==> src/hw/rtl/assert_macros.svh <==
// assertion macros used by ocp_ctrl
`ifndef ASSERT_MACROS_SVH
`define ASSERT_MACROS_SVH

// antecedent in a cycle implies consequent in the same cycle
`define ASSERT_SAME(label, clk, rstn, ante, cons) \
    label: assert property (@(posedge clk) disable iff (!rstn) (ante) |-> (cons)) \
        else $error("assertion failed");

// antecedent in a cycle implies consequent in the next cycle
`define ASSERT_NEXT(label, clk, rstn, ante, cons) \
    label: assert property (@(posedge clk) disable iff (!rstn) (ante) |=> (cons)) \
        else $error("assertion failed");

`endif

==> src/hw/rtl/ocp_pkg.sv <==
// types, constants and sine table of the orbit camera block
`default_nettype none
package ocp_pkg;

    localparam int ANGLE_BITS         = 16;
    localparam int SINE_TABLE_ENTRIES = 256;
    localparam int SINE_IDX_BITS      = $clog2(SINE_TABLE_ENTRIES);
    localparam int SINE_BITS          = 17;
    localparam int CFG_IDX_BITS       = 3;
    localparam int S_TDATA_BITS       = 120;
    localparam int M_TDATA_BITS       = 192;

    localparam logic [ANGLE_BITS-1:0] QUARTER_TURN = ANGLE_BITS'(1) << (ANGLE_BITS - 2);

    localparam logic [CFG_IDX_BITS-1:0] REG_ORBIT_DISTANCE = 3'd0;
    localparam logic [CFG_IDX_BITS-1:0] REG_TARGET_HEIGHT  = 3'd1;
    localparam logic [CFG_IDX_BITS-1:0] REG_TURN_RATE      = 3'd2;
    localparam logic [CFG_IDX_BITS-1:0] REG_PITCH_MAX      = 3'd3;
    localparam logic [CFG_IDX_BITS-1:0] REG_PITCH_MIN      = 3'd4;

    localparam logic [23:0]        RST_ORBIT_DISTANCE = 24'd1280;
    localparam logic signed [31:0] RST_TARGET_HEIGHT  = 32'sd0;
    localparam logic [15:0]        RST_TURN_RATE      = 16'd256;
    localparam logic signed [15:0] RST_PITCH_MAX      = 16'sd16384;
    localparam logic signed [15:0] RST_PITCH_MIN      = -16'sd16384;

    localparam logic [63:0] HALF_PI_Q30 = 64'd1686629713;

    typedef enum logic [2:0] {
        ST_IDLE,
        ST_ANGLE,
        ST_LOOK,
        ST_MUL1,
        ST_MUL2,
        ST_OUT
    } ocp_state_t;

    typedef struct packed {
        logic load_in;
        logic step_angle;
        logic step_look;
        logic step_mul1;
        logic step_mul2;
        logic out_load;
    } ocp_cmd_t;

    typedef struct packed {
        logic out_busy;
    } ocp_status_t;

    typedef logic signed [SINE_BITS-1:0] sine_tab_t [SINE_TABLE_ENTRIES];

    function automatic sine_tab_t build_sine_tab();
        sine_tab_t         tab;
        logic [63:0]       t;
        logic [63:0]       r;
        logic [63:0]       x;
        logic [63:0]       x2;
        logic [63:0]       term;
        logic signed [63:0] sum;
        logic [1:0]        quad;
        for (int i = 0; i < SINE_TABLE_ENTRIES; i++) begin
            t    = (64'(i) << (32 - SINE_IDX_BITS)) & 64'hFFFF_FFFF;
            quad = t[31:30];
            r    = {34'd0, t[29:0]};
            if (quad[0]) begin
                r = 64'h4000_0000 - r;
            end
            x    = (r * HALF_PI_Q30) >> 30;
            x2   = (x * x) >> 30;
            term = x;
            sum  = $signed(x);
            term = ((term * x2) >> 30) / 64'd6;
            sum  = sum - $signed(term);
            term = ((term * x2) >> 30) / 64'd20;
            sum  = sum + $signed(term);
            term = ((term * x2) >> 30) / 64'd42;
            sum  = sum - $signed(term);
            term = ((term * x2) >> 30) / 64'd72;
            sum  = sum + $signed(term);
            term = ((term * x2) >> 30) / 64'd110;
            sum  = sum - $signed(term);
            term = ((term * x2) >> 30) / 64'd156;
            sum  = sum + $signed(term);
            term = ((term * x2) >> 30) / 64'd210;
            sum  = sum - $signed(term);
            if (sum < 0) begin
                sum = 64'sd0;
            end
            sum = (sum + 64'sd16384) >>> 15;
            tab[i] = quad[1] ? -SINE_BITS'(sum) : SINE_BITS'(sum);
        end
        return tab;
    endfunction

    localparam sine_tab_t SINE_TAB = build_sine_tab();

endpackage
`default_nettype wire

==> src/hw/rtl/ocp_ctrl.sv <==
// sequencing state machine of the orbit camera block
`default_nettype none
`include "assert_macros.svh"
module ocp_ctrl (
    input  wire                 aclk,
    input  wire                 aresetn,
    input  wire                 s_tvalid,
    output logic                s_tready,
    input  ocp_pkg::ocp_status_t status,
    output ocp_pkg::ocp_cmd_t   cmd
);
    import ocp_pkg::*;

    ocp_state_t state_reg;
    ocp_state_t state_next;

    always_ff @(posedge aclk) begin
        if (!aresetn) begin
            state_reg <= ST_IDLE;
        end else begin
            state_reg <= state_next;
        end
    end

    always_comb begin
        state_next = state_reg;
        case (state_reg)
            ST_IDLE: begin
                if (s_tvalid) state_next = ST_ANGLE;
            end
            ST_ANGLE: state_next = ST_LOOK;
            ST_LOOK:  state_next = ST_MUL1;
            ST_MUL1:  state_next = ST_MUL2;
            ST_MUL2:  state_next = ST_OUT;
            ST_OUT: begin
                if (!status.out_busy) state_next = ST_IDLE;
            end
            default: state_next = ST_IDLE;
        endcase
    end

    always_comb begin
        s_tready = 1'b0;
        cmd      = '0;
        case (state_reg)
            ST_IDLE: begin
                s_tready    = 1'b1;
                cmd.load_in = s_tvalid;
            end
            ST_ANGLE: cmd.step_angle = 1'b1;
            ST_LOOK:  cmd.step_look  = 1'b1;
            ST_MUL1:  cmd.step_mul1  = 1'b1;
            ST_MUL2:  cmd.step_mul2  = 1'b1;
            ST_OUT:   cmd.out_load   = !status.out_busy;
            default: begin
                s_tready = 1'b0;
            end
        endcase
    end

    `ASSERT_NEXT(a_accept_starts, aclk, aresetn, s_tvalid && s_tready, state_reg == ST_ANGLE)
    `ASSERT_NEXT(a_mul2_to_out, aclk, aresetn, state_reg == ST_MUL2, state_reg == ST_OUT)
    `ASSERT_SAME(a_load_free, aclk, aresetn, cmd.out_load, !status.out_busy && !s_tready)
endmodule
`default_nettype wire

==> config.mk <==
export PLATFORM = sky130hd
export DESIGN_NAME = ocp_ctrl
export DESIGN_NICKNAME = d
export VERILOG_FILES = /design/src/hw/rtl/ocp_pkg.sv /design/src/hw/rtl/ocp_ctrl.sv
export VERILOG_INCLUDE_DIRS = /design/src /design/src/hw/rtl
export SDC_FILE = /design/constraint.sdc
export NUM_CORES = 1
export LEC_CHECK = 0
export ABC_AREA = 1
export BUFFER_PORTS_ARGS = -buffer_cell sky130_fd_sc_hd__buf_2
export CORE_AREA = 4 4 41 43
export CTS_CLUSTER_SIZE = 14
export DETAILED_ROUTE_END_ITERATION = 10
export DIE_AREA = 0 0 45 47
export REMOVE_ABC_BUFFERS = 1
export SKIP_LAST_GASP = 1
export SLEW_MARGIN = 5
export SYNTH_ARGS = -nofsm -noshare
export SYNTH_HDL_FRONTEND = slang
export SYNTH_SLANG_ARGS = --single-unit
==> constraint.sdc <==
create_clock -name aclk -period 1.8 [get_ports aclk]
set_input_delay 0.36 -clock aclk [delete_from_list [all_inputs] [get_ports aclk]]
set_output_delay 0.36 -clock aclk [all_outputs]
set_load 0.02 [all_outputs]
* Yosys cells after proc, flatten, opt, wreduce, memory -nomap -nowiden *
Cells that the tools add are included.

storage, ports and cells
  flip-flop bits (word level) = 3
  bits in latches = 0
  bits in writable memories = 0
  ROM bits = 0
  bits of input ports = 4
  output and inout bits = 7
  word-level logic and storage cells = 21
  memories = 0

operators by class
  $add $sub $neg = 0
  $mul = 0
  div/mod/pow operators = 0
  magnitude comparators = 0
  equal/unequal tests = 7
  shift operators = 0
  muxes and demuxes = 10
  bitwise gates (word level) = 0
  reduce and logical (&&, ||, !) cells = 3

operator list
  cell                                                  count
  case mux 3 bit (6 select lines)                       1
  two-way mux 1 bit                                     7
  equality test 3 x 2 -> 1 bit (second input constant)  2
  equality test 3 bit (second input constant)           2
  two-way mux 3 bit                                     2
  inequality test 2 bit (second input constant)         2
  equality test 3 x 1 -> 1 bit (second input constant)  1
  logical NOT 3 bit                                     1
  AND reduction 2 bit                                   1
  logical NOT 1 bit                                     1

* Depth between registers and ports, before layout *
Gate-level depths: netlist (run 1).

  depth in word-level cells = 3
  mapped depth = 6
  gate-level depth less buffers = 6

* Worst setup path before layout (run 1) *
OpenSTA, ideal clock, no wires.

  path type = register -> output
  from = register state_reg[2]
  to = output port cmd[0] in the netlist's numbering
  arrival = 1187 ps
  slack = 253 ps
  cell stages (with the launch flop) = 3
  cells stage by stage = dfxtp_1 inv_2 nor4_1

RTL lines
  what                      RTL line        RTL
  start: declaration        ocp_ctrl.sv:14  ocp_state_t state_reg;
  start signal: assignment  ocp_ctrl.sv:21  state_reg <= state_next;
  end: declaration          ocp_ctrl.sv:10  output ocp_pkg::ocp_cmd_t cmd

==> results.rst, run 1 <==
.. list-table::
   :header-rows: 1

   * - Metric
     - Value
   * - Cell depth of the worst min-delay path
     - 3
   * - Final setup violation count
     - 0
   * - Leading post-synthesis cells by cell area
     - sky130_fd_sc_hd__dfxtp_1, sky130_fd_sc_hd__nand2_1, sky130_fd_sc_hd__inv_1
   * - Clock skew
     - 0.000343 ns
   * - Global-route wire length before repair
     - 779 µm
   * - Clk slew on worst S/H paths
     - 0.04 ns
   * - Total power divided by cell area
     - 1080 nW/µm²
   * - Max Freq
     - 0.645 GHz
   * - Placement row count
     - 13
   * - Kind of end point of the critical path
     - primary output
   * - First-pass iteration count of the detailed router
     - 3
   * - Endpoint, Worst Hold
     - state_reg[1]$_SDFFE_PN0P_
   * - Arrival @ worst endpoint
     - 1.19 ns
   * - Htree depth
     - 1
   * - Count of yosys warnings during synthesis
     - 0
   * - Clock tree from TritonCTS
     - done
   * - Standby leakage power
     - 0.175 nW
   * - Final critical-path setup slack
     - 0.249 ns
   * - Commonest cells after routing, fill and taps aside
     - sky130_fd_sc_hd__buf_2, sky130_fd_sc_hd__nand2_1, sky130_fd_sc_hd__inv_1
   * - Fill cell instance count of the final layout
     - 163
   * - Global-route usage over all layers
     - 0.0592
   * - Count of pins over their slew limit
     - 0
   * - Setup Buffers After CTS
     - 0
   * - Destination of the worst register-to-register timing path
     - state_reg[0]$_SDFFE_PN0P_
   * - Status
     - finished clean
   * - Total gr overflow
     - 0
   * - Worst Reg-to-Reg Cells
     - 6
   * - Synth top area share
     - 0.312
   * - Combined area of all synthesized cells
     - 193 µm²
   * - Crit path kind
     - reg -> out
   * - Synthesis-to-finish area growth
     - 49.4%
   * - Hold WS
     - 0.382 ns
   * - Routed wire length
     - 471 µm
   * - TNS Setup
     - 0 ns
   * - Setup repair after global routing missed its margin
     - false
   * - Die Area
     - 2120 µm²
   * - Number of flip-flops under the largest register name
     - 3
   * - Number of sinks driven by the clock tree
     - 3
   * - Effective utilization at floorplan
     - 0.148
   * - Crit Reg-Reg Startpoint
     - state_reg[1]$_SDFFE_PN0P_
   * - Mean post-synth cell area
     - 6.02 µm²
   * - Worst-case headroom to the max-slew limit
     - 0.831
   * - Area post-placement
     - 262 µm²
   * - Antenna diodes
     - 0
   * - Share of synthesized area occupied by flip-flops and latches
     - 0.312
   * - Worst slack after detailed placement
     - 0.492 ns
   * - Port Buffers
     - 10
   * - Worst Max-Slew Pin Slew
     - 0.254 ns
   * - Post-synthesis cell type count
     - 12
   * - Max Buffers Root-to-Sink
     - 2
   * - Required @ worst endpoint
     - 1.44 ns
   * - Largest net degree at the start of global routing
     - 8
   * - Most common cell after layout, fill and taps aside
     - sky130_fd_sc_hd__buf_2
   * - Cell taking the most area after synthesis
     - sky130_fd_sc_hd__dfxtp_1
   * - RD Place Congestion
     - 0.807
   * - Detailed-route DRC error count
     - 0
   * - CTS-repair resized insts
     - 0
   * - Drt initial violations
     - 2
   * - Horizontal extent of the die
     - 45 µm
   * - Path class of the lowest-slack min-delay path
     - in -> reg
   * - Start point of the worst hold path
     - aresetn
   * - Antenna violations before repair
     - 0
   * - Cells after synthesis
     - 32
   * - Per-cell via count in the routed design
     - 3.75
   * - Finished Cell Area
     - 288 µm²
   * - CTS buffer count
     - 3
   * - Slack of the worst reg-to-reg path
     - 0.86 ns
   * - Height of the die
     - 47 µm
   * - Peak VDD IR
     - 0.143 mV
   * - Number of global-route vias before repair
     - 203
   * - Number of nets in the final layout
     - 51
   * - Total via count after detailed routing
     - 229
   * - Startpoint kind of the worst setup timing path
     - flip-flop
   * - Synthesis-stage register bit count
     - 3
   * - Average routed wire per standard cell
     - 7.72 µm
   * - Maximum fanout encountered on the critical timing path
     - 6
   * - Core Area
     - 1300 µm²
   * - Final hold violation count
     - 0
   * - Final ANT Viol Nets
     - 0
   * - CTS Root Cell
     - sky130_fd_sc_hd__clkbuf_4
   * - Minimum period implied by the final worst setup slack
     - 1.55 ns
   * - Count of hold-fix buffers inserted at cts
     - 0
   * - Proportion of layout cells with a drive suffix above 1
     - 0.370
   * - Period utilization
     - 0.862
   * - Max capacitance violation total
     - 0
   * - Insertion delay to the later sink of the worst-skew pair
     - 0.23 ns
   * - Number of top-level design ports
     - 11
## cells by family (layout without fill, tap and decap cells)
logic type / after synthesis / count (layout) / share of synthesized area
AND/OR/NAND/NOR: 19 / 19 / 0.481
AO/OA/AOI/OAI: 2 / 2 / 0.0519
flip-flops: 3 / 3 / 0.312
buffers and inverters: 8 / 22 / 0.156
## power by group
| group | switching (mW) | internal [mW] |
|---|---|---|
| Combinational | 0.0661 | 0.0341 |
| Clock | 0.0348 | 0.0831 |
| Sequential | 0.0162 | 0.0759 |
| Total | 0.117 | 0.193 |
## how the worst max path moves through the flow
| stage | slack [ns] | end | from | cells past startpoint |
|---|---|---|---|---|
| floorplan | 0.25 | cmd[0] | state_reg[2]$_SDFFE_PN0P_ | 2 |
| global placement | 0.51 | cmd[0] | state_reg[2]$_SDFFE_PN0P_ | 3 |
| detailed placement | 0.49 | cmd[0] | state_reg[2]$_SDFFE_PN0P_ | 3 |
| CTS | 0.24 | cmd[0] | state_reg[2]$_SDFFE_PN0P_ | 3 |
| global route | 0.21 | cmd[0] | state_reg[2]$_SDFFE_PN0P_ | 3 |
| finish | 0.25 | cmd[0] | state_reg[2]$_SDFFE_PN0P_ | 3 |
## cell usage after synthesis (all sizes together)
cell   number
o21ai       1
nand2       7
a21oi       1
nand4       1
nor3        3
nor2        5
inv         8
nand3       2
dfxtp       3
nor4        1
## cell type report
class	instances	area (µm²)	share of cell area
flip-flops and latches	3	60.1	0.209
repair buffers	10	50.0	0.174
clock buffers	4	26.3	0.0913
multi-input cells	21	103	0.357
inverters	8	30.0	0.104
well taps	15	18.8	0.0652
## per-layer routing
metal	GRT usage	part of all wire	routed length, µm
met1	0.0522	0.46	216
met2	0.0791	0.45	210
met3	0.0575	0.093	44
met4	0.0526	0	0
met5	0	0	0
## through the flow
stage / util / std cells / total power, mW
2_1_floorplan: - / 32 / 0.162
3_3_place_gp: 0.201 / 57 / 0.193
3_5_place_dp: 0.201 / 57 / 0.194
4_1_cts: 0.221 / 61 / 0.316
5_1_grt: 0.221 / 61 / 0.341
6_report: 0.221 / 61 / 0.310
## critical path, stage by stage, from the launching register on
cell and delay (ns):
sky130_fd_sc_hd__dfxtp_1 0.44, sky130_fd_sc_hd__inv_2 0.09, sky130_fd_sc_hd__nor4_1 0.22, sky130_fd_sc_hd__buf_2 0.21
No activity file was read; power rests on OpenSTA's default activity.
==> inputs of run 2 (changes only) <==
- ABC_AREA: 1 -> default
==> run 2 against run 1 <==
  * Final cell count is 18% lower
  * Core utilization fell by 1.7 points
  * Final area down 7.8%
  * Power shrank 8.5%
  * Die area did not move
  * Global-route usage is 1.2 points lower
  * Register-to-register slack worse by 0.08 ns
  * Critical path type unchanged
  * Critical endpoint is now cmd[3]
  * Largest power group unchanged
  * Highest routed layer unchanged
==> results.rst, run 2 <==
.. list-table::
   :header-rows: 1

   * - Metric
     - Value
   * - Clk network pwr share
     - 0.408 (+0.028)
   * - Final cell count without fillers
     - 50 (-18%)
   * - Clk slew on worst S/H paths
     - 0.04 ns (about the same)
   * - Internal power summed over all cells
     - 192 µW (-0.58%)
   * - Routed wire length
     - 387 µm (-18%)
   * - Max capacitance violation total
     - 0 (unchanged)
   * - Antenna violations before repair
     - 0 (unchanged)
   * - Global-route wire length before repair
     - 593 µm (-24%)
   * - Combinational share of power
     - 0.277 (-0.046)
   * - Delay-heaviest family, CP
     - flip-flops
   * - Number of cells in the design after placement
     - 46 (-19%)
   * - Leading post-synthesis cells by cell area
     - sky130_fd_sc_hd__dfxtp_1, sky130_fd_sc_hd__nor2_1, sky130_fd_sc_hd__nor3b_1
   * - Total power divided by cell area
     - 1070 nW/µm² (-0.76%)
   * - Peak VDD IR
     - 0.219 mV (+53%)
   * - Share of synthesized registers carrying an async set or reset
     - 0 (unchanged)
   * - First-pass iteration count of the detailed router
     - 2 (-1)
   * - Count of pins over their slew limit
     - 0 (unchanged)
   * - Slowest stage cell on the critical path
     - sky130_fd_sc_hd__dfxtp_1
   * - Number of sinks driven by the clock tree
     - 3 (unchanged)
   * - Fill cell instance count of the final layout
     - 160 (-1.8%)
   * - Die Area
     - 2120 µm² (unchanged)
   * - Synth top cells by count
     - sky130_fd_sc_hd__nor2_1, sky130_fd_sc_hd__dfxtp_1, sky130_fd_sc_hd__buf_2, sky130_fd_sc_hd__nand2_1, sky130_fd_sc_hd__nor3b_1
   * - Share of synthesized area occupied by flip-flops and latches
     - 0.314 (+0.00204)
   * - Core Area
     - 1300 µm² (unchanged)
   * - Synth top area share
     - 0.314 (+0.00204)
   * - Antenna diodes
     - 0 (unchanged)
   * - Crit path kind
     - reg -> out
   * - Cell taking the most area after synthesis
     - sky130_fd_sc_hd__dfxtp_1
   * - Placement row count
     - 13 (unchanged)
   * - Most common cell after layout, fill and taps aside
     - sky130_fd_sc_hd__buf_2
   * - Final ANT Viol Nets
     - 0 (unchanged)
   * - Insertion delay to the later sink of the worst-skew pair
     - 0.23 ns (about the same)
   * - Drt initial violations
     - 3 (+1)
   * - Max Freq
     - 0.674 GHz (+4.5%)
   * - Effective utilization at floorplan
     - 0.147 (-0.000961)
   * - Height of the die
     - 47 µm (unchanged)
   * - Most used standard cell by instance count after synthesis
     - sky130_fd_sc_hd__nor2_1
   * - Average routed wire per standard cell
     - 7.74 µm (+0.24%)
   * - Arrival @ worst endpoint
     - 1.12 ns (-0.07 ns)
   * - Buf/Inv on CP
     - 2 (unchanged)
   * - Final setup violation count
     - 0 (unchanged)
   * - Cells after synthesis
     - 24 (-25%)
   * - Setup repair after global routing missed its margin
     - false
   * - Maximum fanout encountered on the critical timing path
     - 7 (+1)
   * - Global-route usage over all layers
     - 0.0473 (-0.0119)
   * - EDFF count, synth
     - 0 (unchanged)
   * - Count of yosys warnings during synthesis
     - 0 (unchanged)
   * - CTS buffer count
     - 3 (unchanged)
   * - Minimum period implied by the final worst setup slack
     - 1.48 ns (-0.0675 ns)
   * - Mean post-synth cell area
     - 7.98 µm² (+32%)
   * - Net Sw Frac
     - 0.323 (-0.0541)
   * - Post-synthesis cell type count
     - 16 (+4)
   * - RD Place Congestion
     - 0.718 (-11%)
   * - Number of flip-flops under the largest register name
     - 3 (unchanged)
   * - Switching power
     - 91.8 µW (-22%)
   * - Worst Max-Slew Pin Slew
     - 0.273 ns (+0.0187 ns)
   * - Hold WS
     - 0.382 ns (-0.000336 ns)
   * - Combined area of all synthesized cells
     - 191 µm² (-0.65%)
   * - Clock skew
     - 0.0000246 ns (-0.000319 ns)
   * - Area of all sequential standard cells
     - 60.1 µm² (unchanged)
   * - Area post-placement
     - 239 µm² (-8.6%)
   * - Required @ worst endpoint
     - 1.44 ns (about the same)
   * - Synthesis-stage register bit count
     - 3 (unchanged)
   * - Finished Cell Area
     - 265 µm² (-7.8%)
   * - Number of top-level design ports
     - 11 (unchanged)
   * - Total gr overflow
     - 0 (unchanged)
   * - CTS Root Cell
     - sky130_fd_sc_hd__clkbuf_4
   * - Startpoint kind of the worst setup timing path
     - flip-flop
   * - Period utilization
     - 0.824 (-0.0375)
   * - Setup Buffers After CTS
     - 0 (unchanged)
   * - Proportion of layout cells with a drive suffix above 1
     - 0.400 (+0.0304)
   * - Commonest cells after routing, fill and taps aside
     - sky130_fd_sc_hd__buf_2, sky130_fd_sc_hd__nor2_1, sky130_fd_sc_hd__clkbuf_4, sky130_fd_sc_hd__dfxtp_1
   * - Complex-gate fraction of the synthesized area
     - 0.0915 (+0.0396)
   * - CTS-repair resized insts
     - 0 (unchanged)
   * - Synthesis-to-finish area growth
     - 38.6%
   * - Post-synthesis mux area share
     - 0 (unchanged)
   * - Htree depth
     - 1 (unchanged)
   * - Worst-case headroom to the max-slew limit
     - 0.818 (-0.0125)
   * - Dominant combinational cell family by area after synthesis
     - simple AND/OR/NAND/NOR gates
   * - Status
     - finished clean
   * - Xor/xnor cell area share of the yosys netlist
     - 0.0458 (+0.0458)
   * - Kind of end point of the critical path
     - primary output
   * - Synthesized-area fraction occupied by adder cells
     - 0 (unchanged)
   * - Total via count after detailed routing
     - 188 (-18%)
   * - Largest net degree at the start of global routing
     - 10 (+2)
   * - Port Buffers
     - 10 (unchanged)
   * - Share of synthesized cell area in and, or, nand and nor gates
     - 0.418 (-0.0622)
   * - Highest cell delay on the worst timing path
     - 0.43 ns (about the same)
   * - Horizontal extent of the die
     - 45 µm (unchanged)
   * - Max Buffers Root-to-Sink
     - 2 (unchanged)
   * - Number of global-route vias before repair
     - 158 (-22%)
   * - Utilization after layout
     - 0.204 (-0.0173)
   * - TNS Setup
     - 0 ns (unchanged)
   * - Clock tree from TritonCTS
     - done
   * - Detailed-route DRC error count
     - 0 (unchanged)
   * - Per-cell via count in the routed design
     - 3.76 (+0.16%)
   * - Path class of the lowest-slack min-delay path
     - in -> reg
   * - Number of nets in the final layout
     - 40 (-22%)
   * - Final hold violation count
     - 0 (unchanged)
   * - Ordered cell list for the critical path
     - inv_1 > nor3_1 > buf_2
   * - Count of hold-fix buffers inserted at cts
     - 0 (unchanged)
   * - Standby leakage power
     - 0.121 nW (-30%)
   * - Primary flip-flop cell chosen by synthesis mapping
     - sky130_fd_sc_hd__dfxtp_1
   * - Reg power frac
     - 0.316 (+0.019)
   * - Area of the multi-input gates
     - 106 µm² (+3.7%)
-- run 2: logic make-up after synthesis --
| kind of cell | after synthesis |
|---|---|
| AO/OA/AOI/OAI | 2 |
| buffers and inverters | 4 |
| AND/OR/NAND/NOR | 14 |
| flip-flops | 3 |
| XOR/XNOR | 1 |
-- run 2: stage by stage --
stage / total power, mW / setup WS [ns]
after global routing: 0.309 / 0.168
after detailed placement: 0.171 / 0.551
after floorplan: 0.145 / 0.416
after global placement: 0.170 / 0.552
final: 0.284 / 0.316
after CTS: 0.293 / 0.300
-- run 2: power by group through the flow --
stage	Sequential, mW	Clock [mW]	Combinational, mW
final	0.0896	0.116	0.0785
after global routing	0.0918	0.131	0.0864
after CTS	0.0896	0.123	0.0800
after detailed placement	0.0909	0	0.0797
after global placement	0.0909	0	0.0787
after floorplan	0.0880	0	0.0565
-- run 2: worst paths after layout --
check,startpoint,end,slack [ns],cells past startpoint
worst min register to register,state_reg[2]$_SDFFE_PN0P_,state_reg[1]$_SDFFE_PN0P_,0.60,1
worst min-delay path,aresetn,state_reg[2]$_SDFFE_PN0P_,0.38,2
worst max register to register,state_reg[2]$_SDFFE_PN0P_,state_reg[2]$_SDFFE_PN0P_,0.78,3
worst max-delay path,state_reg[1]$_SDFFE_PN0P_,cmd[3],0.32,3
-- run 2: area by class of cell --
class	instances	area share
Tap cell	15	0.0708
Timing Repair Buffer	10	0.189
Inverter	1	0.0142
Clock buffer	4	0.0991
Sequential cell	3	0.226
Multi-Input combinational cell	17	0.401
-- run 2: metal layers --
metal  wire length (µm)  GRT usage  vias up  share of wire
met1                177     0.0452       77           0.46
met4                  0     0.0526        0              0
met3                 63     0.0460        0           0.16
li1                   -          -      101              -
met2                146     0.0537       10           0.38
met5                  0          0        -              0
